`src/design/bptc_pkg.sv`:
```
// Shared types, constants and helpers for the barometric compensation block.
// Holds the microcode word layout and the control store used by the sequencer.
// No dependencies.
`default_nettype none

package bptc_pkg;

  localparam int unsigned NUM_COEF  = 6;
  localparam int unsigned CFG_IDX_W = 3;
  localparam int unsigned COEF_W    = 16;
  localparam int unsigned RAW_W     = 24;
  localparam int unsigned DT_W      = 26;
  localparam int unsigned MA_W      = 26;
  localparam int unsigned MB_W      = 18;
  localparam int unsigned PROD_W    = MA_W + MB_W;
  localparam int unsigned OFF_W     = 36;
  localparam int unsigned SENS_W    = 35;
  localparam int unsigned ACC_W     = 60;
  localparam int unsigned TEMP_W    = 19;
  localparam int unsigned PRES_W    = 22;
  localparam int unsigned STEP_W    = 4;
  localparam int unsigned SENS_LO_W = 17;
  localparam int          TEMP_BASE = 2000;

  // Configuration register indexes.
  typedef enum logic [CFG_IDX_W-1:0] {
    REG_SENS    = 3'd0,
    REG_OFF     = 3'd1,
    REG_SENS_TC = 3'd2,
    REG_OFF_TC  = 3'd3,
    REG_TREF    = 3'd4,
    REG_TSENS   = 3'd5
  } reg_idx_t;

  typedef enum logic [0:0] {
    KIND_TEMP = 1'b0,
    KIND_PRES = 1'b1
  } kind_t;

  typedef struct packed {
    logic [COEF_W-1:0] sens;
    logic [COEF_W-1:0] off;
    logic [COEF_W-1:0] sens_tc;
    logic [COEF_W-1:0] off_tc;
    logic [COEF_W-1:0] tref;
    logic [COEF_W-1:0] tsens;
  } coef_t;

  typedef logic [STEP_W-1:0] step_t;

  typedef enum logic [0:0] {
    MA_DT,
    MA_RAW
  } mul_a_t;

  typedef enum logic [2:0] {
    MB_TSENS,
    MB_OFF_TC,
    MB_SENS_TC,
    MB_SENS_LO,
    MB_SENS_HI
  } mul_b_t;

  typedef enum logic [3:0] {
    OP_NOP,
    OP_LOAD_DT,
    OP_TEMP,
    OP_OFF,
    OP_SENS,
    OP_ACC_LOAD,
    OP_ACC_ADD,
    OP_ACC_DIV,
    OP_ACC_SUB,
    OP_PRES
  } alu_op_t;

  typedef enum logic [0:0] {
    JMP_NONE,
    JMP_IF_PRES
  } jmp_t;

  typedef struct packed {
    mul_a_t  ma;
    mul_b_t  mb;
    logic    mul_en;
    alu_op_t op;
    jmp_t    jmp;
    step_t   target;
    logic    last;
  } ucode_t;

  typedef struct packed {
    logic   exec;
    ucode_t uc;
  } seq_ctl_t;

  localparam step_t STEP_PRES = 4'd4;

  function automatic ucode_t mk_uc(input mul_a_t ma, input mul_b_t mb, input logic mul_en,
                                   input alu_op_t op, input jmp_t jmp, input step_t target,
                                   input logic last);
    ucode_t w;
    w.ma     = ma;
    w.mb     = mb;
    w.mul_en = mul_en;
    w.op     = op;
    w.jmp    = jmp;
    w.target = target;
    w.last   = last;
    return w;
  endfunction

  // Control store. Temperature runs steps 0-3, pressure step 0 and then 4-12.
  function automatic ucode_t ucode_rom(input step_t step);
    ucode_t w;
    case (step)
      4'd0:    w = mk_uc(MA_DT,  MB_TSENS,   1'b0, OP_NOP,      JMP_IF_PRES, STEP_PRES, 1'b0);
      4'd1:    w = mk_uc(MA_DT,  MB_TSENS,   1'b0, OP_LOAD_DT,  JMP_NONE,    '0,        1'b0);
      4'd2:    w = mk_uc(MA_DT,  MB_TSENS,   1'b1, OP_NOP,      JMP_NONE,    '0,        1'b0);
      4'd3:    w = mk_uc(MA_DT,  MB_TSENS,   1'b0, OP_TEMP,     JMP_NONE,    '0,        1'b1);
      4'd4:    w = mk_uc(MA_DT,  MB_OFF_TC,  1'b1, OP_NOP,      JMP_NONE,    '0,        1'b0);
      4'd5:    w = mk_uc(MA_DT,  MB_SENS_TC, 1'b1, OP_OFF,      JMP_NONE,    '0,        1'b0);
      4'd6:    w = mk_uc(MA_DT,  MB_TSENS,   1'b0, OP_SENS,     JMP_NONE,    '0,        1'b0);
      4'd7:    w = mk_uc(MA_RAW, MB_SENS_LO, 1'b1, OP_NOP,      JMP_NONE,    '0,        1'b0);
      4'd8:    w = mk_uc(MA_RAW, MB_SENS_HI, 1'b1, OP_ACC_LOAD, JMP_NONE,    '0,        1'b0);
      4'd9:    w = mk_uc(MA_DT,  MB_TSENS,   1'b0, OP_ACC_ADD,  JMP_NONE,    '0,        1'b0);
      4'd10:   w = mk_uc(MA_DT,  MB_TSENS,   1'b0, OP_ACC_DIV,  JMP_NONE,    '0,        1'b0);
      4'd11:   w = mk_uc(MA_DT,  MB_TSENS,   1'b0, OP_ACC_SUB,  JMP_NONE,    '0,        1'b0);
      4'd12:   w = mk_uc(MA_DT,  MB_TSENS,   1'b0, OP_PRES,     JMP_NONE,    '0,        1'b1);
      default: w = mk_uc(MA_DT,  MB_TSENS,   1'b0, OP_NOP,      JMP_NONE,    '0,        1'b1);
    endcase
    return w;
  endfunction

  // Signed division by 2^k that truncates toward zero.
  function automatic logic signed [ACC_W-1:0] div_pow2(input logic signed [ACC_W-1:0] x,
                                                       input int unsigned k);
    logic signed [ACC_W-1:0] bias;
    bias = x[ACC_W-1] ? ((ACC_W'(1) << k) - ACC_W'(1)) : '0;
    return (x + bias) >>> k;
  endfunction

endpackage

`default_nettype wire

```
`src/design/bptc_seq.sv`:
```
// Microcode sequencer: step counter, busy flag and control store lookup.
// Depends on bptc_pkg for the control word layout and the program.
`default_nettype none

module bptc_seq (
  input  wire logic               clk,
  input  wire logic               rst,
  input  wire logic               in_valid,
  output logic                    in_ready,
  input  wire logic               is_pressure,
  input  wire logic               out_valid,
  input  wire logic               out_ready,
  output bptc_pkg::seq_ctl_t      ctl
);

  logic              busy;
  logic              busy_next;
  bptc_pkg::step_t   step;
  bptc_pkg::step_t   step_next;
  bptc_pkg::ucode_t  uc;
  logic              hold;
  logic              exec;
  logic              take;

  assign uc       = bptc_pkg::ucode_rom(step);
  // The final step waits while the previous result is still pending.
  assign hold     = uc.last && out_valid && !out_ready;
  assign exec     = busy && !hold;
  assign in_ready = !busy;
  assign take     = in_valid && in_ready;

  assign ctl.exec = exec;
  assign ctl.uc   = uc;

  always_comb begin
    busy_next = busy;
    step_next = step;
    if (take) begin
      busy_next = 1'b1;
      step_next = '0;
    end else if (exec) begin
      if (uc.last) begin
        busy_next = 1'b0;
      end else if (uc.jmp == bptc_pkg::JMP_IF_PRES && is_pressure) begin
        step_next = uc.target;
      end else begin
        step_next = step + bptc_pkg::step_t'(1);
      end
    end
  end

  always_ff @(posedge clk) begin
    if (rst) begin
      busy <= 1'b0;
      step <= '0;
    end else begin
      busy <= busy_next;
      step <= step_next;
    end
  end

endmodule

`default_nettype wire

```
`src/design/bptc_datapath.sv`:
```
// Datapath: request latch, shared 26x18 multiplier, accumulator and result registers.
// Depends on bptc_pkg; driven by the control word from bptc_seq.
`default_nettype none

module bptc_datapath (
  input  wire logic                                   clk,
  input  wire logic                                   rst,
  input  wire logic                                   start,
  input  wire logic                                   action_in,
  input  wire logic [bptc_pkg::RAW_W-1:0]             raw_in,
  input  wire bptc_pkg::coef_t                        coef,
  input  wire bptc_pkg::seq_ctl_t                     ctl,
  output logic                                        is_pressure,
  output logic                                        result_kind,
  output logic signed [bptc_pkg::TEMP_W-1:0]          temperature,
  output logic signed [bptc_pkg::PRES_W-1:0]          pressure
);

  localparam int unsigned AW = bptc_pkg::ACC_W;

  logic                                 act;
  logic [bptc_pkg::RAW_W-1:0]           raw;
  logic signed [bptc_pkg::DT_W-1:0]     dt;
  logic signed [bptc_pkg::DT_W-1:0]     dt_next;
  logic signed [bptc_pkg::MA_W-1:0]     ma;
  logic signed [bptc_pkg::MB_W-1:0]     mb;
  logic signed [bptc_pkg::PROD_W-1:0]   prod;
  logic signed [bptc_pkg::PROD_W-1:0]   mul_out;
  logic signed [bptc_pkg::OFF_W-1:0]    off;
  logic signed [bptc_pkg::SENS_W-1:0]   sens;
  logic signed [AW-1:0]                 acc;
  logic signed [AW-1:0]                 prod_x;
  logic signed [AW-1:0]                 off_x;
  logic signed [AW-1:0]                 c1_x;
  logic signed [AW-1:0]                 c2_x;
  logic signed [AW-1:0]                 temp_x;
  logic signed [AW-1:0]                 pres_x;
  logic                                 exec;

  assign exec        = ctl.exec;
  assign is_pressure = act;

  assign dt_next = bptc_pkg::DT_W'({2'b00, raw}) - bptc_pkg::DT_W'({2'b00, coef.tref, 8'h00});

  assign prod_x = {{(AW - bptc_pkg::PROD_W){prod[bptc_pkg::PROD_W-1]}}, prod};
  assign off_x  = {{(AW - bptc_pkg::OFF_W){off[bptc_pkg::OFF_W-1]}}, off};
  assign c1_x   = {{(AW - bptc_pkg::COEF_W - 15){1'b0}}, coef.sens, 15'h0000};
  assign c2_x   = {{(AW - bptc_pkg::COEF_W - 16){1'b0}}, coef.off, 16'h0000};

  assign temp_x = bptc_pkg::div_pow2(prod_x, 23) + AW'(bptc_pkg::TEMP_BASE);
  assign pres_x = bptc_pkg::div_pow2(acc, 15);

  always_comb begin
    case (ctl.uc.ma)
      bptc_pkg::MA_RAW: ma = {2'b00, raw};
      default:          ma = dt;
    endcase
  end

  // SENS is split into an unsigned low part and a signed high part for the two products.
  always_comb begin
    case (ctl.uc.mb)
      bptc_pkg::MB_TSENS:   mb = {2'b00, coef.tsens};
      bptc_pkg::MB_OFF_TC:  mb = {2'b00, coef.off_tc};
      bptc_pkg::MB_SENS_TC: mb = {2'b00, coef.sens_tc};
      bptc_pkg::MB_SENS_LO: mb = {1'b0, sens[bptc_pkg::SENS_LO_W-1:0]};
      bptc_pkg::MB_SENS_HI: mb = sens[bptc_pkg::SENS_W-1:bptc_pkg::SENS_LO_W];
      default:              mb = '0;
    endcase
  end

  assign mul_out = ma * mb;

  always_ff @(posedge clk) begin
    if (rst) begin
      dt <= '0;
    end else if (exec && ctl.uc.op == bptc_pkg::OP_LOAD_DT) begin
      dt <= dt_next;
    end
  end

  always_ff @(posedge clk) begin
    if (start) begin
      act <= action_in;
      raw <= raw_in;
    end
    if (exec && ctl.uc.mul_en) begin
      prod <= mul_out;
    end
    if (exec) begin
      case (ctl.uc.op)
        bptc_pkg::OP_OFF: begin
          off <= bptc_pkg::OFF_W'(c2_x + bptc_pkg::div_pow2(prod_x, 7));
        end
        bptc_pkg::OP_SENS: begin
          sens <= bptc_pkg::SENS_W'(c1_x + bptc_pkg::div_pow2(prod_x, 8));
        end
        bptc_pkg::OP_ACC_LOAD: begin
          acc <= prod_x;
        end
        bptc_pkg::OP_ACC_ADD: begin
          acc <= acc + (prod_x <<< bptc_pkg::SENS_LO_W);
        end
        bptc_pkg::OP_ACC_DIV: begin
          acc <= bptc_pkg::div_pow2(acc, 21);
        end
        bptc_pkg::OP_ACC_SUB: begin
          acc <= acc - off_x;
        end
        bptc_pkg::OP_TEMP: begin
          result_kind <= act;
          temperature <= bptc_pkg::TEMP_W'(temp_x);
          pressure    <= '0;
        end
        bptc_pkg::OP_PRES: begin
          result_kind <= act;
          temperature <= '0;
          pressure    <= bptc_pkg::PRES_W'(pres_x);
        end
        default: begin
        end
      endcase
    end
  end

endmodule

`default_nettype wire

```
`src/design/baro_pressure_temp_compensation.sv`:
```
// Barometric sensor first-order compensation, top level.
// Uses bptc_pkg, bptc_seq and bptc_datapath.
//
// Usage: a request on the input channel (in_valid/in_ready) carries one raw
// conversion, tagged by action as temperature (0) or pressure (1). Every request
// yields exactly one result on the output channel (out_valid/out_ready):
// result_kind echoes action, and the field that does not apply reads zero.
// A temperature request also keeps its dT, which later pressure requests use.
// Calibration words are written through cfg_write/cfg_index/cfg_data while idle;
// an index beyond the six registers is ignored.
// Timing: a temperature request runs a four-step program and a pressure request
// a ten-step program on one shared 26x18 multiplier; the result is registered
// when the last step executes, and a new request can be taken the cycle after
// the program ends.
// The result sits in an output register, so the next request is accepted and
// runs while it waits; if the receiver still stalls when the next program
// reaches its last step, the sequencer holds on that step.
// Reset (synchronous, active high) clears the calibration words, the kept dT
// and all handshake state.
`default_nettype none

module baro_pressure_temp_compensation (
  input  wire logic                                   clk,
  input  wire logic                                   rst,
  input  wire logic                                   in_valid,
  output logic                                        in_ready,
  input  wire logic                                   action,
  input  wire logic [bptc_pkg::RAW_W-1:0]             raw_value,
  output logic                                        out_valid,
  input  wire logic                                   out_ready,
  output logic                                        result_kind,
  output logic signed [bptc_pkg::TEMP_W-1:0]          temperature,
  output logic signed [bptc_pkg::PRES_W-1:0]          pressure,
  input  wire logic                                   cfg_write,
  input  wire logic [bptc_pkg::CFG_IDX_W-1:0]         cfg_index,
  input  wire logic [bptc_pkg::COEF_W-1:0]            cfg_data
);

  bptc_pkg::coef_t     coef;
  bptc_pkg::seq_ctl_t  ctl;
  logic                is_pressure;
  logic                start;
  logic                done;
  logic                out_valid_next;

  assign start = in_valid && in_ready;
  assign done  = ctl.exec && ctl.uc.last;

  always_ff @(posedge clk) begin
    if (rst) begin
      coef <= '0;
    end else if (cfg_write) begin
      case (cfg_index)
        bptc_pkg::REG_SENS:    coef.sens    <= cfg_data;
        bptc_pkg::REG_OFF:     coef.off     <= cfg_data;
        bptc_pkg::REG_SENS_TC: coef.sens_tc <= cfg_data;
        bptc_pkg::REG_OFF_TC:  coef.off_tc  <= cfg_data;
        bptc_pkg::REG_TREF:    coef.tref    <= cfg_data;
        bptc_pkg::REG_TSENS:   coef.tsens   <= cfg_data;
        default: begin
        end
      endcase
    end
  end

  assign out_valid_next = done || (out_valid && !out_ready);

  always_ff @(posedge clk) begin
    if (rst) begin
      out_valid <= 1'b0;
    end else begin
      out_valid <= out_valid_next;
    end
  end

  bptc_seq u_seq (
    .clk         (clk),
    .rst         (rst),
    .in_valid    (in_valid),
    .in_ready    (in_ready),
    .is_pressure (is_pressure),
    .out_valid   (out_valid),
    .out_ready   (out_ready),
    .ctl         (ctl)
  );

  bptc_datapath u_datapath (
    .clk         (clk),
    .rst         (rst),
    .start       (start),
    .action_in   (action),
    .raw_in      (raw_value),
    .coef        (coef),
    .ctl         (ctl),
    .is_pressure (is_pressure),
    .result_kind (result_kind),
    .temperature (temperature),
    .pressure    (pressure)
  );

  // A finishing program must never overwrite a result that is still pending.
  a_no_overwrite: assert property (@(posedge clk) disable iff (rst)
    done |-> (!out_valid || out_ready))
    else $error("result register overwritten while pending");

  // A finished program presents its result in the next cycle.
  a_done_valid: assert property (@(posedge clk) disable iff (rst)
    done |=> out_valid)
    else $error("finished program did not raise out_valid");

  // Once a request is taken, the block is busy until its program ends.
  a_busy_after_take: assert property (@(posedge clk) disable iff (rst)
    start |=> !in_ready)
    else $error("input still ready after accepting a request");

  // The unused result field of a temperature result reads zero.
  a_temp_zero_pres: assert property (@(posedge clk) disable iff (rst)
    (out_valid && result_kind == bptc_pkg::KIND_TEMP) |-> (pressure == '0))
    else $error("temperature result carries a nonzero pressure");

endmodule

`default_nettype wire

```
`config.mk`:
```
export PLATFORM = sky130hd
export DESIGN_NAME = baro_pressure_temp_compensation
export DESIGN_NICKNAME = d
export VERILOG_FILES = /design/src/design/bptc_pkg.sv /design/src/design/bptc_seq.sv /design/src/design/bptc_datapath.sv /design/src/design/baro_pressure_temp_compensation.sv
export SDC_FILE = /design/constraint.sdc
export NUM_CORES = 2
export LEC_CHECK = 0
export BUFFER_PORTS_ARGS = -buffer_cell sky130_fd_sc_hd__buf_2
export CORE_MARGIN = 1
export CORE_UTILIZATION = 42
export CTS_BUF_LIST = sky130_fd_sc_hd__clkbuf_4 sky130_fd_sc_hd__clkbuf_8 sky130_fd_sc_hd__clkbuf_16
export CTS_CLUSTER_SIZE = 28
export DETAILED_ROUTE_END_ITERATION = 10
export GPL_TIMING_DRIVEN = 0
export PLACE_DENSITY_LB_ADDON = 0.15
export SLEW_MARGIN = 20
export SYNTH_ARGS = -nofsm -noshare
export SYNTH_HDL_FRONTEND = slang
export SYNTH_HIERARCHICAL = 1
export SYNTH_SLANG_ARGS = --single-unit
```
`constraint.sdc`:
```
create_clock -name clk -period 8 [get_ports clk]
set_clock_uncertainty 0.15 [all_clocks]
set_input_delay 1.6 -clock clk [delete_from_list [all_inputs] [get_ports clk]]
set_output_delay 1.6 -clock clk [all_outputs]
set_load 0.01 [all_outputs]
```
# --- Word-level counts from Yosys, hierarchy flattened ---
# Memories as Yosys holds them, arrays and structs flattened. A register that Yosys moved wholly into a read port is not among the register bits.
# Cells that the tools add are included.
classes:
  bitwise_logic: 1
  n_mul: 1
  eq_ne: 18
  n_reduce_logical: 34
  addsub: 12
  mux: 16
op_table:
  columns: ["cell", "n"]
  rows:
  - ["$pmux W60 S4", 1]
  - ["$pmux W18 S5", 1]
  - ["$add A60 B22 Y60", 1]
  - ["$add A60 B60 Y60", 1]
  - ["$sub A60 B36 Y60", 1]
  - ["$mul A26 B18 Y44", 1]
  - ["$pmux W22 S2", 1]
  - ["$add A43 B8 Y43", 1]
  - ["$add A43 B9 Y43", 1]
  - ["$add A42 B42 Y42", 1]
  - ["$pmux W19 S2", 1]
  - ["$add A37 B37 Y37", 1]
  - ["$add A33 B36 Y36", 1]
  - ["$add A32 B35 Y35", 1]
  - ["$mux W26", 1]
  - ["$reduce_and A2 Y1", 13]
  - ["$sub A24 B24 Y25", 1]
  - ["$mux W23", 1]
  - ["$mux W21", 1]
  - ["$add A19 B12 Y19 const B", 1]
  - ["$eq A4 B3 Y1 const B", 4]
  - ["$mux W15", 1]
  - ["$eq A3 B2 Y1 const B", 4]
  - ["$mux W4", 3]
  - ["other kinds (17)", 38]
totals:
  input_bits: 49
  out_inout_bits: 44
  regBits: 370
  word_cells: 102
  n_memories: 1
  romBits: 192
mem_list:
  columns: ["name", "depth", "width", "read_ports", "rd_ports_with_merged_regs", "wr", "line_no", "rtl"]
  rows:
  - ["(name not given)", 16, 12, 1, 1, 0, "bptc_pkg.sv:116", "case (step)"]

# --- Logic depth before layout (Yosys ltp) ---
depth:
  word_depth: 7
  ltp_mapped: 30
  depth_no_buf: 28

# --- Cells and area by module ---
# Netlist, hierarchy kept.
modules_own_cells:
  columns: ["mod", "instances", "cells_per_inst", "seq_area_each_um2", "area_each_um2"]
  rows:
  - ["bptc_datapath", 1, 4286, 7767.4, 38320.5]
  - ["baro_pressure_temp_compensation", 1, 341, 1941.9, 3839.9]
  - ["bptc_seq", 1, 93, 320.3, 819.5]

# --- Worst setup path after synthesis ---
# No wires, ideal clock.
synth_path:
  path_kind: "register to register"
  startpoint: "register, netlist name u_seq/uc[12]"
  endpoint: "register u_datapath/prod[36] in the netlist's numbering (data pin)"
  arrival_time_ns: 7.414
  synth_period_minus_slack_ns: 7.833
  n_path_buf: 3
  path_stages_with_launch: 28
  slack_ns: 0.167
  required_ns: 7.581
  setup_ns: 0.269
  path_cell_list: "dfxtp_1 clkbuf_1 buf_1 mux2i_1 o21ai_0 a221oi_1 clkbuf_1 nor2_1 fa_1 inv_1 fa_1 fa_1 inv_1 fa_1 fa_1 inv_1 fa_1 inv_1 ha_1 a21oi_1 a21boi_0 o21ai_0 nand2_1 o31a_1 a311oi_2 nand3_1 o31ai_1 xor2_1"
synth_via:
  elab_chain_len: 3
  elab_cells_between_ends: 7
  cone_classes: "mul: 1; eq/ne: 4; mux: 1; reduce/logical: 1"
synth_rtl:
  columns: ["element", "line_no", "rtl"]
  rows:
  - ["$eq A3 B3 Y1 (tied with other cells)", "bptc_datapath.sv:62", "case (ctl.uc.mb)"]
  - ["$pmux W18 S5 *", "bptc_datapath.sv:62", null]
  - ["$mul A26 B18 Y44 *", "bptc_datapath.sv:72", "assign mul_out = ma * mb;"]
  - ["net u_datapath.mul_out, one bit", "bptc_datapath.sv:28", "logic signed [bptc_pkg::PROD_W-1:0] mul_out;"]
  - ["to (signal assigned)", "bptc_datapath.sv:88", "prod <= mul_out;"]
  - ["to (decl)", "bptc_datapath.sv:27", "logic signed [bptc_pkg::PROD_W-1:0] prod;"]
# Mark *: on every way through the listed nets, which the timed path passes. The rest lies on a longest branch.
# A chain may end at the register's enable or synchronous reset.

# --- Final worst setup path ---
layout_path:
  startpoint: "register, netlist name u_seq/uc[13]"
  endpoint: "register u_datapath/prod[43] in the netlist's numbering (data pin)"
layout_via:
  elab_chain_len: 3
  elab_cells_between_ends: 7
  cone_classes: "mul: 1; eq/ne: 4; mux: 1; reduce/logical: 1"
layout_rtl:
  columns: ["element", "line_no"]
  rows:
  - ["$eq A3 B3 Y1 (tied with other cells)", "bptc_datapath.sv:62"]
  - ["$pmux W18 S5 *", "bptc_datapath.sv:62"]
  - ["$mul A26 B18 Y44 *", "bptc_datapath.sv:72"]
  - ["net u_datapath.mul_out, one bit", "bptc_datapath.sv:28"]
# Marked as above.

==> run metrics <==
status completed; CTS sink cnt 380; Root Driver clkbuf_16; max-slew violation count 0; CP Launch Type flip-flop; Max FO, Critical Path 10; R2R Path End u_datapath/prod[43]$_DFFE_PP_; Avg Inst Size Synth 9.11 um2; RSZ-0062 raised after global routing yes; Total Power about 4.7 mW; FMAX about 130 MHz; ANT cells 0; Worst path top cell family by delay adder cells; Rel. slew slack 23.0%; drt drc 0; CTS Buf Count 47; Core Region 101000 um2; vias in the first global route 34900; die height 322 um; FP Rows 116; arrival time worst endpoint 7.92 ns; worst reg-to-reg path cell count 27; CP endpoint u_datapath/prod[43]$_DFFE_PP_; Worst path max stage delay 0.64 ns; layout cells sized above 1 9.71%; P_leak 21.1 nW; crit path kind reg -> reg; first-pass GRT wire length 220000 um; Yosys warnings 6; total iterations of the first detailed-routing run 7; Crit path top cell by count fa_1; final hold vios 0; CTS tree built; RR Startpoint u_seq/uc[13]$_SDFF_PN0_; Die ar. 104000 um2; largest net degree at the start of global routing 36; Detailed Route WL 147000 um; GPL Wtd Cong 0.974; Stages on worst setup path 27; Worst Setup Slack, final approximately 0.26 ns; DP HPWL around 120000 um; R2R Setup Slk 0.26 ns; CP bufs+invs 5; Avg WL per Cell around 23 um; antenna-violating nets left 0; setup slack at placement -2.14 ns; H-tree levels 2; Syn-to-layout area delta 11.6%; final worst path period need about 7.7 ns; Worst Path Required ~8.2 ns; Post-Route Utilization around 48%; Initial Utilization approximately 43%; slew at the pin closest to its max-slew limit 1.15 ns; max_cap viols 0; global route overflow 0; Min-Delay Path Class reg -> reg; vias per cell 5.58; # nets final 5707; Cell Pwr Density 97.9 nW/um2; initial antenna violation count 1; All-Layer GR Usage 28.5%; Post-Syn Area 42900 um2; Final setup viols 0; Syn Nets 5519; Hold Crit Depth 2; Crit. End Element flip-flop; VDD IR max 166 uV; Vias 35200; PortBufs just over 90; synthesized instance count about 4700; Die Width 322 um; Clk Latency, worst-skew pair between 0.6 and 0.7 ns; CTS clock-pin slew for the worst setup and hold paths 0.06 ns; first-iteration detailed-routing DRC count 3090; Setup crit start u_seq/uc[13]$_SDFF_PN0_; Ports 93; clk buf depth 3; Final period util 96.8%; setup_tns 0 ns; Slowest-stage cell, CP fa_1
## layout by cell type (no fill, tap or decap), drive strengths merged, types with 195 or more instances in the layout
| master | count |
|---|---|
| inv | 616 |
| nor2 | 479 |
| fa | 451 |
| nand2 | 388 |
| ha | 304 |
| edfxtp | 242 |
| a21oi | 230 |
| clkbuf | 201 |
| buf | 200 |
| xnor2 | 195 |
## through the flow
step	area, um2	hold slack, ns	instances
global route	47900	0.343	6299
finish	47900	0.324	6299
CTS	47500	0.320	6286
detailed placement	45500	0.298	6189
global placement	45100	0.294	6164
floorplan	42900	0.286	4715
## layout make-up
class | instances | area, um2
fill | 9862 | 52800
multi-input combinational | 3528 | 30200
sequential | 380 | 10000
inverter | 613 | 2310
tap | 1357 | 1700
clock buffer | 68 | 1420
buffer | 193 | 1050
timing repair buffer | 140 | 957
clock inverter | 20 | 191
## worst min-delay path by stage
stage                                   startpoint                              to  slack, ns
detailed placement   u_datapath/dt[0]$_SDFFE_PP0P_   u_datapath/dt[0]$_SDFFE_PP0P_       0.30
CTS                  u_datapath/dt[6]$_SDFFE_PP0P_   u_datapath/dt[6]$_SDFFE_PP0P_       0.32
floorplan            u_datapath/dt[0]$_SDFFE_PP0P_   u_datapath/dt[0]$_SDFFE_PP0P_       0.29
global route        u_datapath/dt[18]$_SDFFE_PP0P_  u_datapath/dt[18]$_SDFFE_PP0P_       0.34
global placement     u_datapath/dt[0]$_SDFFE_PP0P_   u_datapath/dt[0]$_SDFFE_PP0P_       0.29
finish              u_datapath/dt[18]$_SDFFE_PP0P_  u_datapath/dt[18]$_SDFFE_PP0P_       0.32
## flip-flops by register name (all words and copies together), names as in the netlist
signal and count:
u_datapath/is_pressure 1, u_seq/step 4, u_datapath/result_kind 1, u_datapath/dt 25
u_seq/busy 1, out_valid 1, u_datapath/off 36, u_seq/uc 11
u_datapath/raw 24, u_datapath/prod 44, coef 96, u_datapath/temperature 19
u_datapath/acc 60, u_datapath/sens 35, u_datapath/pressure 22
## layer usage
metal	routed length, um	GRT usage (%)	vias up
li1	-	-	16300
met1	64600	39.0	17300
met2	64200	44.5	1316
met3	10100	3.89	292
met4	8010	13.4	0
met5	0	0	-
## repair_timing
| item | 4_1_cts | 5_1_grt |
|---|---|---|
| hold buffers | 0 | 0 |
| pin swaps | 6 | 13 |
| setup buffers | 10 | 13 |
| resized for setup | 115 | 145 |
| endpoints found under the setup margin | 30 | 13 |
## worst min-delay path: stages (launching register included)
cell and delay (ns):
dfxtp_1 0.32, nand2_1 0.06, a21oi_1 0.05
## power breakdown
part,switching [mW],internal (mW)
logic,0.216,0.126
registers,0.0333,2.10
clock network,0.937,1.28
Note: power is estimated with default switching activity, not from simulation.
